--- config.mk ---
export PLATFORM = sky130hd
export DESIGN_NAME = mips_subset_instruction_decoder
export DESIGN_NICKNAME = d
export VERILOG_FILES = /design/src/hw/rtl/mipsdec_pkg.sv /design/src/hw/rtl/mips_subset_instruction_decoder.sv
export SDC_FILE = /design/constraint.sdc
export NUM_CORES = 1
export LEC_CHECK = 0
export BUFFER_PORTS_ARGS = -buffer_cell sky130_fd_sc_hd__buf_4
export CORE_AREA = 2 2 99 101
export CTS_CLUSTER_DIAMETER = 30
export CTS_CLUSTER_SIZE = 12
export DETAILED_ROUTE_END_ITERATION = 7
export DIE_AREA = 0 0 101 103
export MAX_ROUTING_LAYER = met4
export PLACE_DENSITY = 0.74
export SLEW_MARGIN = 15
export SYNTH_ARGS = -nofsm -noshare
export SYNTH_HDL_FRONTEND = slang
export SYNTH_SLANG_ARGS = --single-unit
export TNS_END_PERCENT = 1
--- constraint.sdc ---
create_clock -name clock -period 2.55 [get_ports clock]
set_input_delay 0.255 -clock clock [delete_from_list [all_inputs] [get_ports clock]]
set_output_delay 0.255 -clock clock [all_outputs]
set_load 0.02 [all_outputs]
--- src/hw/rtl/mipsdec_pkg.sv ---
// ----------------------------------------------------------------------------
// mipsdec_pkg: shared types and codes for the MIPS subset decoder
// Mnemonic and layout codes, opcode and function constants, result record.
// ----------------------------------------------------------------------------
package mipsdec_pkg;

   // Mnemonic codes, in decode priority order
   typedef enum logic [5:0] {
      MN_ADD     = 6'd0,
      MN_SUB     = 6'd1,
      MN_MUL     = 6'd2,
      MN_AND     = 6'd3,
      MN_OR      = 6'd4,
      MN_XOR     = 6'd5,
      MN_SLLV    = 6'd6,
      MN_SRLV    = 6'd7,
      MN_SLT     = 6'd8,
      MN_ADDI    = 6'd9,
      MN_ANDI    = 6'd10,
      MN_ORI     = 6'd11,
      MN_XORI    = 6'd12,
      MN_SLL     = 6'd13,
      MN_SRL     = 6'd14,
      MN_SLTI    = 6'd15,
      MN_LUI     = 6'd16,
      MN_LB      = 6'd17,
      MN_LH      = 6'd18,
      MN_LW      = 6'd19,
      MN_SB      = 6'd20,
      MN_SH      = 6'd21,
      MN_SW      = 6'd22,
      MN_BEQ     = 6'd23,
      MN_BNE     = 6'd24,
      MN_BLEZ    = 6'd25,
      MN_BGTZ    = 6'd26,
      MN_BLTZ    = 6'd27,
      MN_BGEZ    = 6'd28,
      MN_J       = 6'd29,
      MN_JAL     = 6'd30,
      MN_JR      = 6'd31,
      MN_SYSCALL = 6'd32
   } mnemonic_type;

   // Operand layout codes
   typedef enum logic [2:0] {
      LAY_RRR  = 3'd0,
      LAY_RRI  = 3'd1,
      LAY_RI   = 3'd2,
      LAY_ROFF = 3'd3,
      LAY_R    = 3'd4,
      LAY_TGT  = 3'd5,
      LAY_NONE = 3'd6
   } layout_type;

   localparam int MNEMONIC_LAST = 32;

   // Primary opcodes
   localparam logic [5:0] OP_SPECIAL = 6'd0;
   localparam logic [5:0] OP_REGIMM  = 6'd1;
   localparam logic [5:0] OP_J       = 6'd2;
   localparam logic [5:0] OP_JAL     = 6'd3;
   localparam logic [5:0] OP_BEQ     = 6'd4;
   localparam logic [5:0] OP_BNE     = 6'd5;
   localparam logic [5:0] OP_BLEZ    = 6'd6;
   localparam logic [5:0] OP_BGTZ    = 6'd7;
   localparam logic [5:0] OP_ADDI    = 6'd8;
   localparam logic [5:0] OP_SLTI    = 6'd10;
   localparam logic [5:0] OP_ANDI    = 6'd12;
   localparam logic [5:0] OP_ORI     = 6'd13;
   localparam logic [5:0] OP_XORI    = 6'd14;
   localparam logic [5:0] OP_SPECIAL2 = 6'd28;
   localparam logic [5:0] OP_LB      = 6'd32;
   localparam logic [5:0] OP_LH      = 6'd33;
   localparam logic [5:0] OP_LW      = 6'd35;
   localparam logic [5:0] OP_SB      = 6'd40;
   localparam logic [5:0] OP_SH      = 6'd41;
   localparam logic [5:0] OP_SW      = 6'd43;

   // Exact low 11 bits (shamt + funct) for three-register forms
   localparam logic [10:0] LO_ADD  = 11'd32;
   localparam logic [10:0] LO_SUB  = 11'd34;
   localparam logic [10:0] LO_MUL  = 11'd2;
   localparam logic [10:0] LO_AND  = 11'd36;
   localparam logic [10:0] LO_OR   = 11'd37;
   localparam logic [10:0] LO_XOR  = 11'd38;
   localparam logic [10:0] LO_SLLV = 11'd4;
   localparam logic [10:0] LO_SRLV = 11'd6;
   localparam logic [10:0] LO_SLT  = 11'd42;

   // Function codes for the loose shift matches
   localparam logic [5:0] FN_SLL = 6'd0;
   localparam logic [5:0] FN_SRL = 6'd2;

   // Opcode plus rs for lui (rs must be zero)
   localparam logic [10:0] TOP_LUI = 11'd480;

   // REGIMM rt selectors
   localparam logic [4:0] RT_BLTZ = 5'd0;
   localparam logic [4:0] RT_BGEZ = 5'd1;

   // Exact patterns for jr (bits 20..0) and syscall (whole word)
   localparam logic [20:0] LO_JR      = 21'd8;
   localparam logic [31:0] W_SYSCALL  = 32'd12;

   localparam int RSP_BYTES = 9;

   // Decoded result, recognized in bit 0 upward to jump_target
   typedef struct packed {
      logic [25:0]        jump_target;
      logic signed [15:0] imm_value;
      logic [4:0]         third_reg;
      logic [4:0]         second_reg;
      logic [4:0]         first_reg;
      layout_type         layout;
      mnemonic_type       mnemonic;
      logic               recognized;
   } dec_result_type;

endpackage

--- src/hw/rtl/mips_subset_instruction_decoder.sv ---
// ----------------------------------------------------------------------------
// mips_subset_instruction_decoder: MIPS subset instruction classifier
// Decodes one 32-bit word per request into mnemonic, layout and operands.
// ----------------------------------------------------------------------------
// Usage
//   Request channel (req_*): one 32-bit instruction word per request on
//   req_tdata, taken when req_tvalid and req_tready are both high.
//   Result channel (rsp_*): one decoded record per request, in order.
//   Decoding is a priority match on opcode / function fields; the first
//   matching instruction wins, and words that match nothing come out with
//   recognized = 0 and all other fields zero.
//
// Pipeline and throughput
//   Two register stages: the word is captured in an input register, decoded
//   combinationally, and the record lands in the output register, which
//   drives rsp_*. One request per cycle is sustained while rsp_tready stays
//   high; the single decode pass sets the rate.
//
// Reset and stall
//   Synchronous active-high reset empties both stages. While rsp_tready is
//   low the output holds steady; the input stage can still take one more
//   request, after which req_tready drops until the output drains.
// ----------------------------------------------------------------------------
module mips_subset_instruction_decoder (
   input  logic        clock,
   input  logic        reset,
   // request: [31:0] instr_word
   input  logic        req_tvalid,
   output logic        req_tready,
   input  logic [31:0] req_tdata,
   // result: [0] recognized, [6:1] mnemonic, [9:7] layout, [14:10] first_reg,
   //   [19:15] second_reg, [24:20] third_reg, [40:25] imm_value,
   //   [66:41] jump_target, [71:67] zero
   output logic        rsp_tvalid,
   input  logic        rsp_tready,
   output logic [71:0] rsp_tdata
);
   import mipsdec_pkg::*;

   localparam int RES_W = $bits(dec_result_type);

   logic           in_valid_ff, in_valid_in;
   logic [31:0]    in_word_ff, in_word_in;
   logic           out_valid_ff, out_valid_in;
   dec_result_type out_res_ff, out_res_in;
   logic           advance;

   // Field split of the held word
   logic [5:0]  op;
   logic [4:0]  rs, rt, rd, sh;
   logic [5:0]  fn;
   logic [10:0] lo11;
   logic [10:0] top11;
   logic [20:0] lo21;
   logic [15:0] imm;
   logic [25:0] tg;

   // Decode scratch
   logic         hit;
   mnemonic_type mn;
   layout_type   lay;
   logic [4:0]   r1, r2, r3;
   logic [15:0]  iv;
   logic [25:0]  tv;

   // Input stage moves on when the output is empty or being drained
   assign advance    = !out_valid_ff || rsp_tready;
   assign req_tready = !in_valid_ff || advance;

   always_comb begin
      in_valid_in = in_valid_ff;
      in_word_in  = in_word_ff;
      if (req_tvalid && req_tready) begin
         in_valid_in = 1'b1;
         in_word_in  = req_tdata;
      end else if (advance) begin
         in_valid_in = 1'b0;
      end
   end

   assign op    = in_word_ff[31:26];
   assign rs    = in_word_ff[25:21];
   assign rt    = in_word_ff[20:16];
   assign rd    = in_word_ff[15:11];
   assign sh    = in_word_ff[10:6];
   assign fn    = in_word_ff[5:0];
   assign lo11  = in_word_ff[10:0];
   assign top11 = in_word_ff[31:21];
   assign lo21  = in_word_ff[20:0];
   assign imm   = in_word_ff[15:0];
   assign tg    = in_word_ff[25:0];

   // Priority decode; unused fields stay zero
   always_comb begin
      hit = 1'b1;
      mn  = MN_ADD;
      lay = LAY_RRR;
      r1  = '0;
      r2  = '0;
      r3  = '0;
      iv  = '0;
      tv  = '0;
      priority if (op == OP_SPECIAL && lo11 == LO_ADD) begin
         mn = MN_ADD;  r1 = rd; r2 = rs; r3 = rt;
      end else if (op == OP_SPECIAL && lo11 == LO_SUB) begin
         mn = MN_SUB;  r1 = rd; r2 = rs; r3 = rt;
      end else if (op == OP_SPECIAL2 && lo11 == LO_MUL) begin
         mn = MN_MUL;  r1 = rd; r2 = rs; r3 = rt;
      end else if (op == OP_SPECIAL && lo11 == LO_AND) begin
         mn = MN_AND;  r1 = rd; r2 = rs; r3 = rt;
      end else if (op == OP_SPECIAL && lo11 == LO_OR) begin
         mn = MN_OR;   r1 = rd; r2 = rs; r3 = rt;
      end else if (op == OP_SPECIAL && lo11 == LO_XOR) begin
         mn = MN_XOR;  r1 = rd; r2 = rs; r3 = rt;
      end else if (op == OP_SPECIAL && lo11 == LO_SLLV) begin
         // variable shifts print t before s
         mn = MN_SLLV; r1 = rd; r2 = rt; r3 = rs;
      end else if (op == OP_SPECIAL && lo11 == LO_SRLV) begin
         mn = MN_SRLV; r1 = rd; r2 = rt; r3 = rs;
      end else if (op == OP_SPECIAL && lo11 == LO_SLT) begin
         mn = MN_SLT;  r1 = rd; r2 = rs; r3 = rt;
      end else if (op == OP_ADDI) begin
         mn = MN_ADDI; lay = LAY_RRI; r1 = rt; r2 = rs; iv = imm;
      end else if (op == OP_ANDI) begin
         mn = MN_ANDI; lay = LAY_RRI; r1 = rt; r2 = rs; iv = imm;
      end else if (op == OP_ORI) begin
         mn = MN_ORI;  lay = LAY_RRI; r1 = rt; r2 = rs; iv = imm;
      end else if (op == OP_XORI) begin
         mn = MN_XORI; lay = LAY_RRI; r1 = rt; r2 = rs; iv = imm;
      end else if (op == OP_SPECIAL && fn == FN_SLL) begin
         // rs is not checked; all-zero word lands here
         mn = MN_SLL;  lay = LAY_RRI; r1 = rd; r2 = rt; iv = {11'd0, sh};
      end else if (op == OP_SPECIAL && fn == FN_SRL) begin
         mn = MN_SRL;  lay = LAY_RRI; r1 = rd; r2 = rt; iv = {11'd0, sh};
      end else if (op == OP_SLTI) begin
         mn = MN_SLTI; lay = LAY_RRI; r1 = rt; r2 = rs; iv = imm;
      end else if (top11 == TOP_LUI) begin
         mn = MN_LUI;  lay = LAY_RI;  r1 = rt; iv = imm;
      end else if (op == OP_LB) begin
         mn = MN_LB;   lay = LAY_ROFF; r1 = rt; r2 = rs; iv = imm;
      end else if (op == OP_LH) begin
         mn = MN_LH;   lay = LAY_ROFF; r1 = rt; r2 = rs; iv = imm;
      end else if (op == OP_LW) begin
         mn = MN_LW;   lay = LAY_ROFF; r1 = rt; r2 = rs; iv = imm;
      end else if (op == OP_SB) begin
         mn = MN_SB;   lay = LAY_ROFF; r1 = rt; r2 = rs; iv = imm;
      end else if (op == OP_SH) begin
         mn = MN_SH;   lay = LAY_ROFF; r1 = rt; r2 = rs; iv = imm;
      end else if (op == OP_SW) begin
         mn = MN_SW;   lay = LAY_ROFF; r1 = rt; r2 = rs; iv = imm;
      end else if (op == OP_BEQ) begin
         mn = MN_BEQ;  lay = LAY_RRI; r1 = rs; r2 = rt; iv = imm;
      end else if (op == OP_BNE) begin
         mn = MN_BNE;  lay = LAY_RRI; r1 = rs; r2 = rt; iv = imm;
      end else if (op == OP_BLEZ && rt == '0) begin
         mn = MN_BLEZ; lay = LAY_RI;  r1 = rs; iv = imm;
      end else if (op == OP_BGTZ && rt == '0) begin
         mn = MN_BGTZ; lay = LAY_RI;  r1 = rs; iv = imm;
      end else if (op == OP_REGIMM && rt == RT_BLTZ) begin
         mn = MN_BLTZ; lay = LAY_RI;  r1 = rs; iv = imm;
      end else if (op == OP_REGIMM && rt == RT_BGEZ) begin
         mn = MN_BGEZ; lay = LAY_RI;  r1 = rs; iv = imm;
      end else if (op == OP_J) begin
         mn = MN_J;    lay = LAY_TGT; tv = tg;
      end else if (op == OP_JAL) begin
         mn = MN_JAL;  lay = LAY_TGT; tv = tg;
      end else if (op == OP_SPECIAL && lo21 == LO_JR) begin
         mn = MN_JR;   lay = LAY_R;   r1 = rs;
      end else if (in_word_ff == W_SYSCALL) begin
         mn = MN_SYSCALL; lay = LAY_NONE;
      end else begin
         hit = 1'b0;
      end
   end

   always_comb begin
      out_valid_in = out_valid_ff;
      out_res_in   = out_res_ff;
      if (advance) begin
         out_valid_in           = in_valid_ff;
         out_res_in.recognized  = hit;
         out_res_in.mnemonic    = mn;
         out_res_in.layout      = lay;
         out_res_in.first_reg   = r1;
         out_res_in.second_reg  = r2;
         out_res_in.third_reg   = r3;
         out_res_in.imm_value   = iv;
         out_res_in.jump_target = tv;
      end
   end

   always_ff @(posedge clock) begin
      if (reset) begin
         in_valid_ff  <= 1'b0;
         out_valid_ff <= 1'b0;
      end else begin
         in_valid_ff  <= in_valid_in;
         out_valid_ff <= out_valid_in;
      end
      in_word_ff <= in_word_in;
      out_res_ff <= out_res_in;
   end

   assign rsp_tvalid = out_valid_ff;
   assign rsp_tdata  = {{(RSP_BYTES * 8 - RES_W){1'b0}}, out_res_ff};

endmodule

# After elaboration in Yosys (flattened, before gate mapping)
# Cells that the tools add are included.
dict set report op_classes {
  n_eq_ne 33
  n_mux 147
  reduce_logical 32
}
# operator n
set op_table {}
lappend op_table {{$mux W5} 82}
lappend op_table {{$mux W16} 20}
lappend op_table {{$eq A11 B6 Y1 const B} 6}
lappend op_table {{$mux W26} 2}
lappend op_table {{$eq A6 B6 Y1 const B} 6}
lappend op_table {{$eq A32 B4 Y1 const B} 1}
lappend op_table {{$mux W4} 8}
lappend op_table {{$reduce_or A32 Y1} 1}
lappend op_table {{$eq A6 B4 Y1 const B} 5}
lappend op_table {{$mux W2} 15}
lappend op_table {{$reduce_or A29 Y1} 1}
lappend op_table {{$eq A6 B3 Y1 const B} 4}
lappend op_table {{$mux W3} 8}
lappend op_table {{$eq A11 B3 Y1 const B} 2}
lappend op_table {{$eq A21 B4 Y1 const B} 1}
lappend op_table {{$eq A6 B2 Y1 const B} 3}
lappend op_table {{$logic_and A1 B1 Y1} 17}
lappend op_table {{$reduce_or A16 Y1} 1}
lappend op_table {{$logic_not A6 Y1} 2}
lappend op_table {{$eq A11 B2 Y1 const B} 1}
lappend op_table {{$eq A11 B9 Y1 const B} 1}
lappend op_table {{$mux W1} 11}
lappend op_table {{$reduce_or A9 Y1} 1}
lappend op_table {{$reduce_or A8 Y1} 1}
lappend op_table {{other kinds (10)} 12}
dict set report word_totals {
  in_bits 36
  word_cells 230
  ff_bits 101
  output_inout_bits 74
}

# Longest topological paths before layout
# Gate-level depths: netlist of the first run.
dict set report logic_depth {
  depth_word 34
  ltp_mapped 8
  mapped_depth_nobuf 5
}

# Worst setup path after synthesis of the first run
# Ideal clock, no wire load.
dict set report synth_path {
  kind {flip-flop to flip-flop}
  start {register out_valid_ff, in the netlist rsp_tvalid}
  end {register out_res_ff, in the netlist rsp_tdata[0] (enable)}
  arrival_time_ns 1.852
  stages_incl_launch_ff 3
  path_buffers 0
  synth_period_minus_slack_ns 2.273
  path_slack_ns 0.277
  t_required_ns 2.129
  cell_sequence {dfxtp_1 nor2b_1 inv_1}
}
dict set report synth_via {
  elab_chain_len 2
}
# element line
set synth_lines {}
lappend synth_lines {{start: declaration} mips_subset_instruction_decoder.sv:44} ;# logic out_valid_ff, out_valid_in;
lappend synth_lines {{start signal: assignment} mips_subset_instruction_decoder.sv:198} ;# out_valid_ff <= out_valid_in;
lappend synth_lines {{$logic_not A1 Y1} mips_subset_instruction_decoder.sv:67} ;# assign advance = !out_valid_ff || rsp_tready;
lappend synth_lines {{$logic_or A1 B1 Y1} mips_subset_instruction_decoder.sv:67}
lappend synth_lines {{net advance} mips_subset_instruction_decoder.sv:46} ;# logic advance;
lappend synth_lines {{end signal: assignment} mips_subset_instruction_decoder.sv:201} ;# out_res_ff <= out_res_in;
lappend synth_lines {{end: declaration} mips_subset_instruction_decoder.sv:45} ;# dec_result_type out_res_ff, out_res_in;
# The timed path passes the listed nets, and every way through them passes these cells.
# A chain may end at the register's enable or synchronous reset.

# Final worst setup path of the first run
dict set report layout_path {
  start {register in_word_ff[20]}
  end {register out_res_ff, in the netlist rsp_tdata[14] (data pin)}
}
dict set report layout_via {
  elab_chain_len 34
}
# element line
set layout_lines {}
lappend layout_lines {{start: declaration} mips_subset_instruction_decoder.sv:43} ;# logic [31:0] in_word_ff, in_word_in;
lappend layout_lines {{start signal: assignment} mips_subset_instruction_decoder.sv:200} ;# in_word_ff <= in_word_in;
lappend layout_lines {{$eq A21 B4 Y1} mips_subset_instruction_decoder.sv:167} ;# end else if (op == OP_SPECIAL && lo21 == LO_JR) begin
lappend layout_lines {{$logic_and A1 B1 Y1} mips_subset_instruction_decoder.sv:167}
lappend layout_lines {{$mux W5} mips_subset_instruction_decoder.sv:167}
lappend layout_lines {{$mux W5} mips_subset_instruction_decoder.sv:165} ;# end else if (op == OP_JAL) begin
lappend layout_lines {{$mux W5} mips_subset_instruction_decoder.sv:163} ;# end else if (op == OP_J) begin
lappend layout_lines {{$mux W5} mips_subset_instruction_decoder.sv:161} ;# end else if (op == OP_REGIMM && rt == RT_BGEZ) begin
lappend layout_lines {{$mux W5} mips_subset_instruction_decoder.sv:159} ;# end else if (op == OP_REGIMM && rt == RT_BLTZ) begin
lappend layout_lines {{$mux W5} mips_subset_instruction_decoder.sv:157} ;# end else if (op == OP_BGTZ && rt == '0) begin
lappend layout_lines {{(+19 left out)} n/a}
lappend layout_lines {{$mux W5 (*)} mips_subset_instruction_decoder.sv:115} ;# end else if (op == OP_SPECIAL && lo11 == LO_SLLV) begin
lappend layout_lines {{$mux W5 (*)} mips_subset_instruction_decoder.sv:113} ;# end else if (op == OP_SPECIAL && lo11 == LO_XOR) begin
lappend layout_lines {{$mux W5 (*)} mips_subset_instruction_decoder.sv:111} ;# end else if (op == OP_SPECIAL && lo11 == LO_OR) begin
lappend layout_lines {{$mux W5 (*)} mips_subset_instruction_decoder.sv:109} ;# end else if (op == OP_SPECIAL && lo11 == LO_AND) begin
lappend layout_lines {{$mux W5 (*)} mips_subset_instruction_decoder.sv:107} ;# end else if (op == OP_SPECIAL2 && lo11 == LO_MUL) begin
lappend layout_lines {{$mux W5 (*)} mips_subset_instruction_decoder.sv:105} ;# end else if (op == OP_SPECIAL && lo11 == LO_SUB) begin
lappend layout_lines {{$mux W5 (*)} mips_subset_instruction_decoder.sv:103} ;# priority if (op == OP_SPECIAL && lo11 == LO_ADD) begin
lappend layout_lines {{net r1[4]} mips_subset_instruction_decoder.sv:62} ;# logic [4:0] r1, r2, r3;
# Mark *: on every way through the listed nets, which the timed path passes. The rest lies on a longest branch.

==> results.sh, run 1 <==
export IMPL_wire_per_inst_um=18.9
export IMPL_io_pins=110
export IMPL_worst_hold_path_type="input pin to flop"
export IMPL_cp_cell_sequence="or4_4, nor4_2, nand4_1, o21ai_1, a221o_1"
export IMPL_yosys_top_cells_count="edfxtp_1, and3_1, nor2_1"
export IMPL_synthArstFlopShare_pct=0
export IMPL_powerDensity_nw_per_um2=590
export IMPL_cts_tree="done"
export IMPL_rsz0062_at_grt="no"
export IMPL_synth_area_leaders="edfxtp_1, and3_1, a22o_1"
export IMPL_route_detailed_drc=0
export IMPL_cts_htree_levels=3
export IMPL_cpLargestDelayFamily="simple AND/OR/NAND/NOR gates"
export IMPL_grt_pass1_wl_mm=16.6
export IMPL_multi_input_area_um2=1450
export IMPL_gp_congestion=0.946
export IMPL_dp_hpwl_mm=7.91
export IMPL_min_period_ns=2.44
export IMPL_fin_crit_sh_pct=95.7
export IMPL_synth_top_area_share_pct=64.8
export IMPL_tightest_slew_ns=0.631
export IMPL_drt_pass1_iter_count=7
export IMPL_fmax_ghz=0.410
export IMPL_num_antenna_cells=0
export IMPL_clock_latency_ns=0.38
export IMPL_yosysWarningCount=0
export IMPL_skew_ns=0.0132
export IMPL_antenna_found_initial=0
export IMPL_cts_root_buffer="clkbuf_8"
export IMPL_area_growth_pct=25.2
export IMPL_cts_setup_buffers=0
export IMPL_setup_violations=0
export IMPL_yosysSeqAreaShare_pct=65.7
export IMPL_rows=36
export IMPL_status="finished clean"
export IMPL_crit_required_ns=2.79
export IMPL_antenna_left=0
export IMPL_p_seq_share_pct=59.1
export IMPL_initial_core_util_pct=48.5
export IMPL_num_vias=3324
export IMPL_fp_dieW_um=101
export IMPL_cts_sinks=101
export IMPL_first_iter_violations=252
export IMPL_cp_end_kind="flop"
export IMPL_power_internal_mw=2.49
export IMPL_drv_cap=0
export IMPL_crit_type="flop to flop"
export IMPL_clockBufferDepth=2
export IMPL_synth_seq_cells=101
export IMPL_fin_total_pwr_mw=3.39
export IMPL_cp_num_buf_inv=0
export IMPL_cellLeakagePower_nw=2.48
export IMPL_p_clk_share_pct=28.0
export IMPL_max_stage_delay_ns=0.61
export IMPL_start_kind="flop"
export IMPL_synth_enable_flop_cells=99
export IMPL_grt_usage_pct=22.3
export IMPL_seq_area_um2=3010
export IMPL_ir_drop_mv=0.265
export IMPL_place_inst=553
export IMPL_clkTransAtPathRegs_ns=0.10
export IMPL_hold_buffers=0
export IMPL_finalNonFillerCells=569
export IMPL_synth_cell_type_count=61
export IMPL_yosysTopAreaCell="edfxtp_1"
export IMPL_post_route_util_pct=60.7
export IMPL_die_height_um=103
export IMPL_globalRouteOverflowTotal=0
export IMPL_layout_drive_gt1_share_pct=34.3
export IMPL_nFillCells=741
export IMPL_io_buffers=104
export IMPL_synth_most_common_cell="edfxtp_1"
export IMPL_setup_tns_ns=0
export IMPL_grt_pass1_vias=3080
export IMPL_syn_area_um2=4590
export IMPL_arrival_ns=2.68
export IMPL_wl_mm=10.8
export IMPL_p_sw_mw=0.899
export IMPL_power_frac_comb_pct=12.9
export IMPL_power_switching_share_pct=26.6
export IMPL_core_area_um2=9460
export IMPL_cp_slowest_cell="or4_4"
export IMPL_via_per_inst=5.84
export IMPL_die_area_um2=10400
export IMPL_synth_ff_type="edfxtp_1"
export IMPL_nets=486
export IMPL_syn_area_per_cell_um2=13.5
export IMPL_slew_violations=0
export IMPL_finalHoldViolCount=0
export IMPL_cts_buffers=9
export IMPL_cp_max_fo=6
export IMPL_ctsResizeCount=0
export IMPL_synthCells=340
export IMPL_relSlewSlack_pct=57.9
export IMPL_grt_max_degree=42
-- cells in the final DEF (no fill, tap or decap), types with 4 or more instances in the layout --
cell type  synthesis  final
nand2b_1          10     10
a211oi_1           4      4
inv_1              5      4
buf_4              5    121
and3_1            27     27
nor2b_1            8      8
or3_1              5      5
nor2_1            21     21
a21oi_1            9      9
or4_1              5      5
edfxtp_1          99     99
clkbuf_8           0      9
a22o_1            15     15
and2_1            13     13
a221o_1            5      5
conb_1             1      5
nand2_1           14     14
-- kinds of logic after synthesis --
family	synth area share, %
XOR/XNOR	0.191
other	0.0818
AND/OR/NAND/NOR	20.5
buffers and inverters	3.11
AO/OA/AOI/OAI	10.4
flip-flops	65.7
-- path summary, 6_finish.rpt --
check,slack (ns),cells past startpoint,end,start
hold reg to reg,0.52,2,rsp_tvalid,in_valid_ff
setup reg to reg,0.11,5,rsp_tdata[14],in_word_ff[20]
hold / removal,0.03,2,in_valid_ff,reset
setup / recovery,0.11,5,rsp_tdata[14],in_word_ff[20]
-- layout make-up --
cell class / instances / area share (%)
Clock buffer: 9 / 2.16
Clock inverter: 7 / 1.02
Inverter: 5 / 0.327
Multi-Input combinational cell: 211 / 25.3
Sequential cell: 101 / 52.5
Tap cell: 114 / 2.49
Timing Repair Buffer: 122 / 16.2
-- sequential cells by signal, summed over array words and instances (netlist names) --
register     flops
rsp_tvalid       1
in_word_ff      32
rsp_tdata       67
in_valid_ff      1
-- layer usage --
metal  track usage, %  vias up  wire (um)
met3             4.41       26        715
met2             35.0      157       5270
met5                -        -          0
met4             8.32        0        235
li1                 -     1539          -
met1             29.1     1602       4550
-- worst register-to-register path, cell delays in order (launching register included) --
cell      delay, ns
edfxtp_1       0.50
or4_4          0.61
nor4_2         0.31
nand4_1        0.30
o21ai_1        0.34
a221o_1        0.25
-- stage by stage --
| stage | setup WS, ns | cell area, um2 | hold slack (ns) |
|---|---|---|---|
| 5_1_grt | 0.0505 | 5740 | 0.0208 |
| 6_report | 0.111 | 5740 | 0.0264 |
| 3_5_place_dp | 0.202 | 5560 | 0.429 |
| 3_3_place_gp | 0.299 | 5560 | 0.422 |
| 2_1_floorplan | 0.277 | 4600 | 0.327 |
| 4_1_cts | 0.163 | 5740 | 0.0207 |
-- power by group through the flow --
| stage | sequential (mW) | combinational (mW) | clock (mW) |
|---|---|---|---|
| finish | 2.00 | 0.435 | 0.949 |
| floorplan | 2.10 | 0.163 | 0 |
| detailed placement | 2.04 | 0.436 | 0 |
| global placement | 2.04 | 0.431 | 0 |
| CTS | 2.00 | 0.437 | 0.961 |
| global route | 2.01 | 0.468 | 1.04 |
(Power assumes the default switching activity.)
==> run 2, diff against run 1 <==
- CORE_AREA: 2 2 99 101 -> 2 2 97 99
- CTS_CLUSTER_SIZE: 12 -> default
- DIE_AREA: 0 0 101 103 -> 0 0 99 101
- PLACE_DENSITY: 0.74 -> 0.77
==> run 2 against run 1 <==
- sequential power hardly changed
- clock skew increased by 0.0025 ns
- setup slack gained 0.067 ns
- wire length hardly changed
- utilization rose by 3.7 points
- first-iteration DRC count is 4.0% higher
- final area up 0.65%
- non-clock buffer count fell by 1
- highest routed layer unchanged
- clock-buffer cell count increased by 1
- clock power is 20% higher
- critical path depth up 1
==> results.sh, run 2 (synthesis gave the netlist of run 1 again) <==
export IMPL_place_inst=549
export IMPL_reg2reg_depth=6
export IMPL_cp_end_kind="flop"
export IMPL_cts_htree_levels=3
export IMPL_cts_sinks=101
export IMPL_globalRouteOverflowTotal=0
export IMPL_num_vias=3243
export IMPL_ir_drop_mv=0.404
export IMPL_post_route_util_pct=64.3
export IMPL_wire_per_inst_um=19.1
export IMPL_io_pins=110
export IMPL_num_antenna_cells=0
export IMPL_antenna_left=0
export IMPL_cts_setup_buffers=0
export IMPL_cts_tree="done"
export IMPL_layout_drive_gt1_share_pct=34.4
export IMPL_cp_num_buf_inv=1
export IMPL_fin_crit_sh_pct=93.0
export IMPL_grt_max_degree=68
export IMPL_slew_violations=0
export IMPL_cp_max_fo=17
export IMPL_start_kind="flop"
export IMPL_cts_buffers=9
export IMPL_crit_type="flop to flop"
export IMPL_min_period_ns=2.37
export IMPL_via_per_inst=5.74
export IMPL_final_common_cell="buf_4"
export IMPL_cellLeakagePower_nw=2.50
export IMPL_holdPathEnd="in_valid_ff"
export IMPL_finalHoldViolCount=0
export IMPL_antenna_found_initial=0
export IMPL_dp_hpwl_mm=7.72
export IMPL_nets=485
export IMPL_nFillCells=648
export IMPL_worst_hold_path_type="input pin to flop"
export IMPL_arrival_ns=2.61
export IMPL_ctsResizeCount=0
export IMPL_placed_area_um2=5550
export IMPL_drv_cap=0
export IMPL_io_buffers=104
export IMPL_max_stage_delay_ns=0.68
export IMPL_cpLargestDelayFamily="simple AND/OR/NAND/NOR gates"
export IMPL_hold_path_startpoint="reset"
export IMPL_die_height_um=101
export IMPL_setup_tns_ns=0
export IMPL_mostFrequentLayoutCells="buf_4, edfxtp_1, and3_1, nor2_1, a22o_1"
export IMPL_status="finished clean"
export IMPL_powerDensity_nw_per_um2=618
export IMPL_multi_input_area_um2=1460
export IMPL_cp_slowest_cell="nor4_4"
export IMPL_fp_dieW_um=99
export IMPL_wl_mm=10.8
export IMPL_r2r_slack_ns=0.18
export IMPL_min_path_cells=2
export IMPL_r2r_start="in_word_ff[28]"
export IMPL_fmax_ghz=0.422
export IMPL_route_detailed_drc=0
export IMPL_cts_root_buffer="clkbuf_8"
export IMPL_relSlewSlack_pct=53.5
export IMPL_area_growth_pct=26.0
export IMPL_hold_buffers=0
export IMPL_cp_cell_sequence="nor4_4, buf_4, and4_1, o21ai_1, nand3b_1, a22o_1"
export IMPL_largest_reg_flops=67
export IMPL_grt_pass1_wl_mm=16.7
export IMPL_gp_congestion=1.02
export IMPL_first_iter_violations=262
export IMPL_reg2reg_to="rsp_tdata[16]"
export IMPL_whs_ns=0.0400
export IMPL_clkTransAtPathRegs_ns=0.10
export IMPL_rsz0062_at_grt="no"
export IMPL_skew_ns=0.0157
export IMPL_core_area_um2=8980
export IMPL_tightest_slew_ns=0.692
export IMPL_seq_area_um2=3010
export IMPL_initial_core_util_pct=51.1
export IMPL_die_area_um2=10000
export IMPL_finalNonFillerCells=565
export IMPL_clock_latency_ns=0.36
export IMPL_clockBufferDepth=2
export IMPL_final_area_um2=5780
export IMPL_grt_usage_pct=22.3
export IMPL_drt_pass1_iter_count=5
export IMPL_rows=35
export IMPL_grt_pass1_vias=3162
export IMPL_crit_required_ns=2.78
export IMPL_setup_violations=0
[run 2: worst register-to-register path, stage by stage, from the launching register on]
cell and delay, ns:
edfxtp_1 0.47, nor4_4 0.69, buf_4 0.33, and4_1 0.21
o21ai_1 0.12, nand3b_1 0.25, a22o_1 0.19
[run 2: area by class of cell]
cell class                      count  area share, %
Clock buffer                       10           2.21
Clock inverter                      6           1.73
Inverter                            5          0.325
Multi-Input combinational cell    211           25.2
Sequential cell                   101           52.2
Tap cell                          111           2.40
Timing Repair Buffer              121           15.9
[run 2: report_power, final]
group | internal, mW | total (mW) | switching, mW | leakage [nW]
combinational | 0.190 | 0.435 | 0.245 | 1.27
sequential | 1.93 | 2.00 | 0.0716 | 1.12
clock | 0.572 | 1.14 | 0.566 | 0.115
[run 2: worst max path at each step]
stage | startpoint | end | cells after the start
after floorplan | rsp_tvalid | rsp_tdata[0] | 2
after global placement | in_word_ff[20] | rsp_tdata[13] | 5
after detailed placement | in_word_ff[20] | rsp_tdata[11] | 5
after CTS | in_word_ff[20] | rsp_tdata[11] | 5
after global routing | in_word_ff[20] | rsp_tdata[1] | 5
final | in_word_ff[28] | rsp_tdata[16] | 6
[run 2: per-layer routing]
metal / share of wire [%] / wire (um) / global-route usage (%)
met4: 1.5 / 166 / 6.74
met1: 43 / 4660 / 29.7
met2: 49 / 5280 / 35.3
met5: 0 / 0 / -
met3: 6.1 / 659 / 4.16
[run 2: per-stage QoR]
stage                     setup slack, ns  total power [mW]
after floorplan                     0.277              2.26
after global placement              0.254              2.46
after detailed placement            0.158              2.47
after CTS                           0.129              3.59
after global routing               0.0310              3.69
final                               0.178              3.57
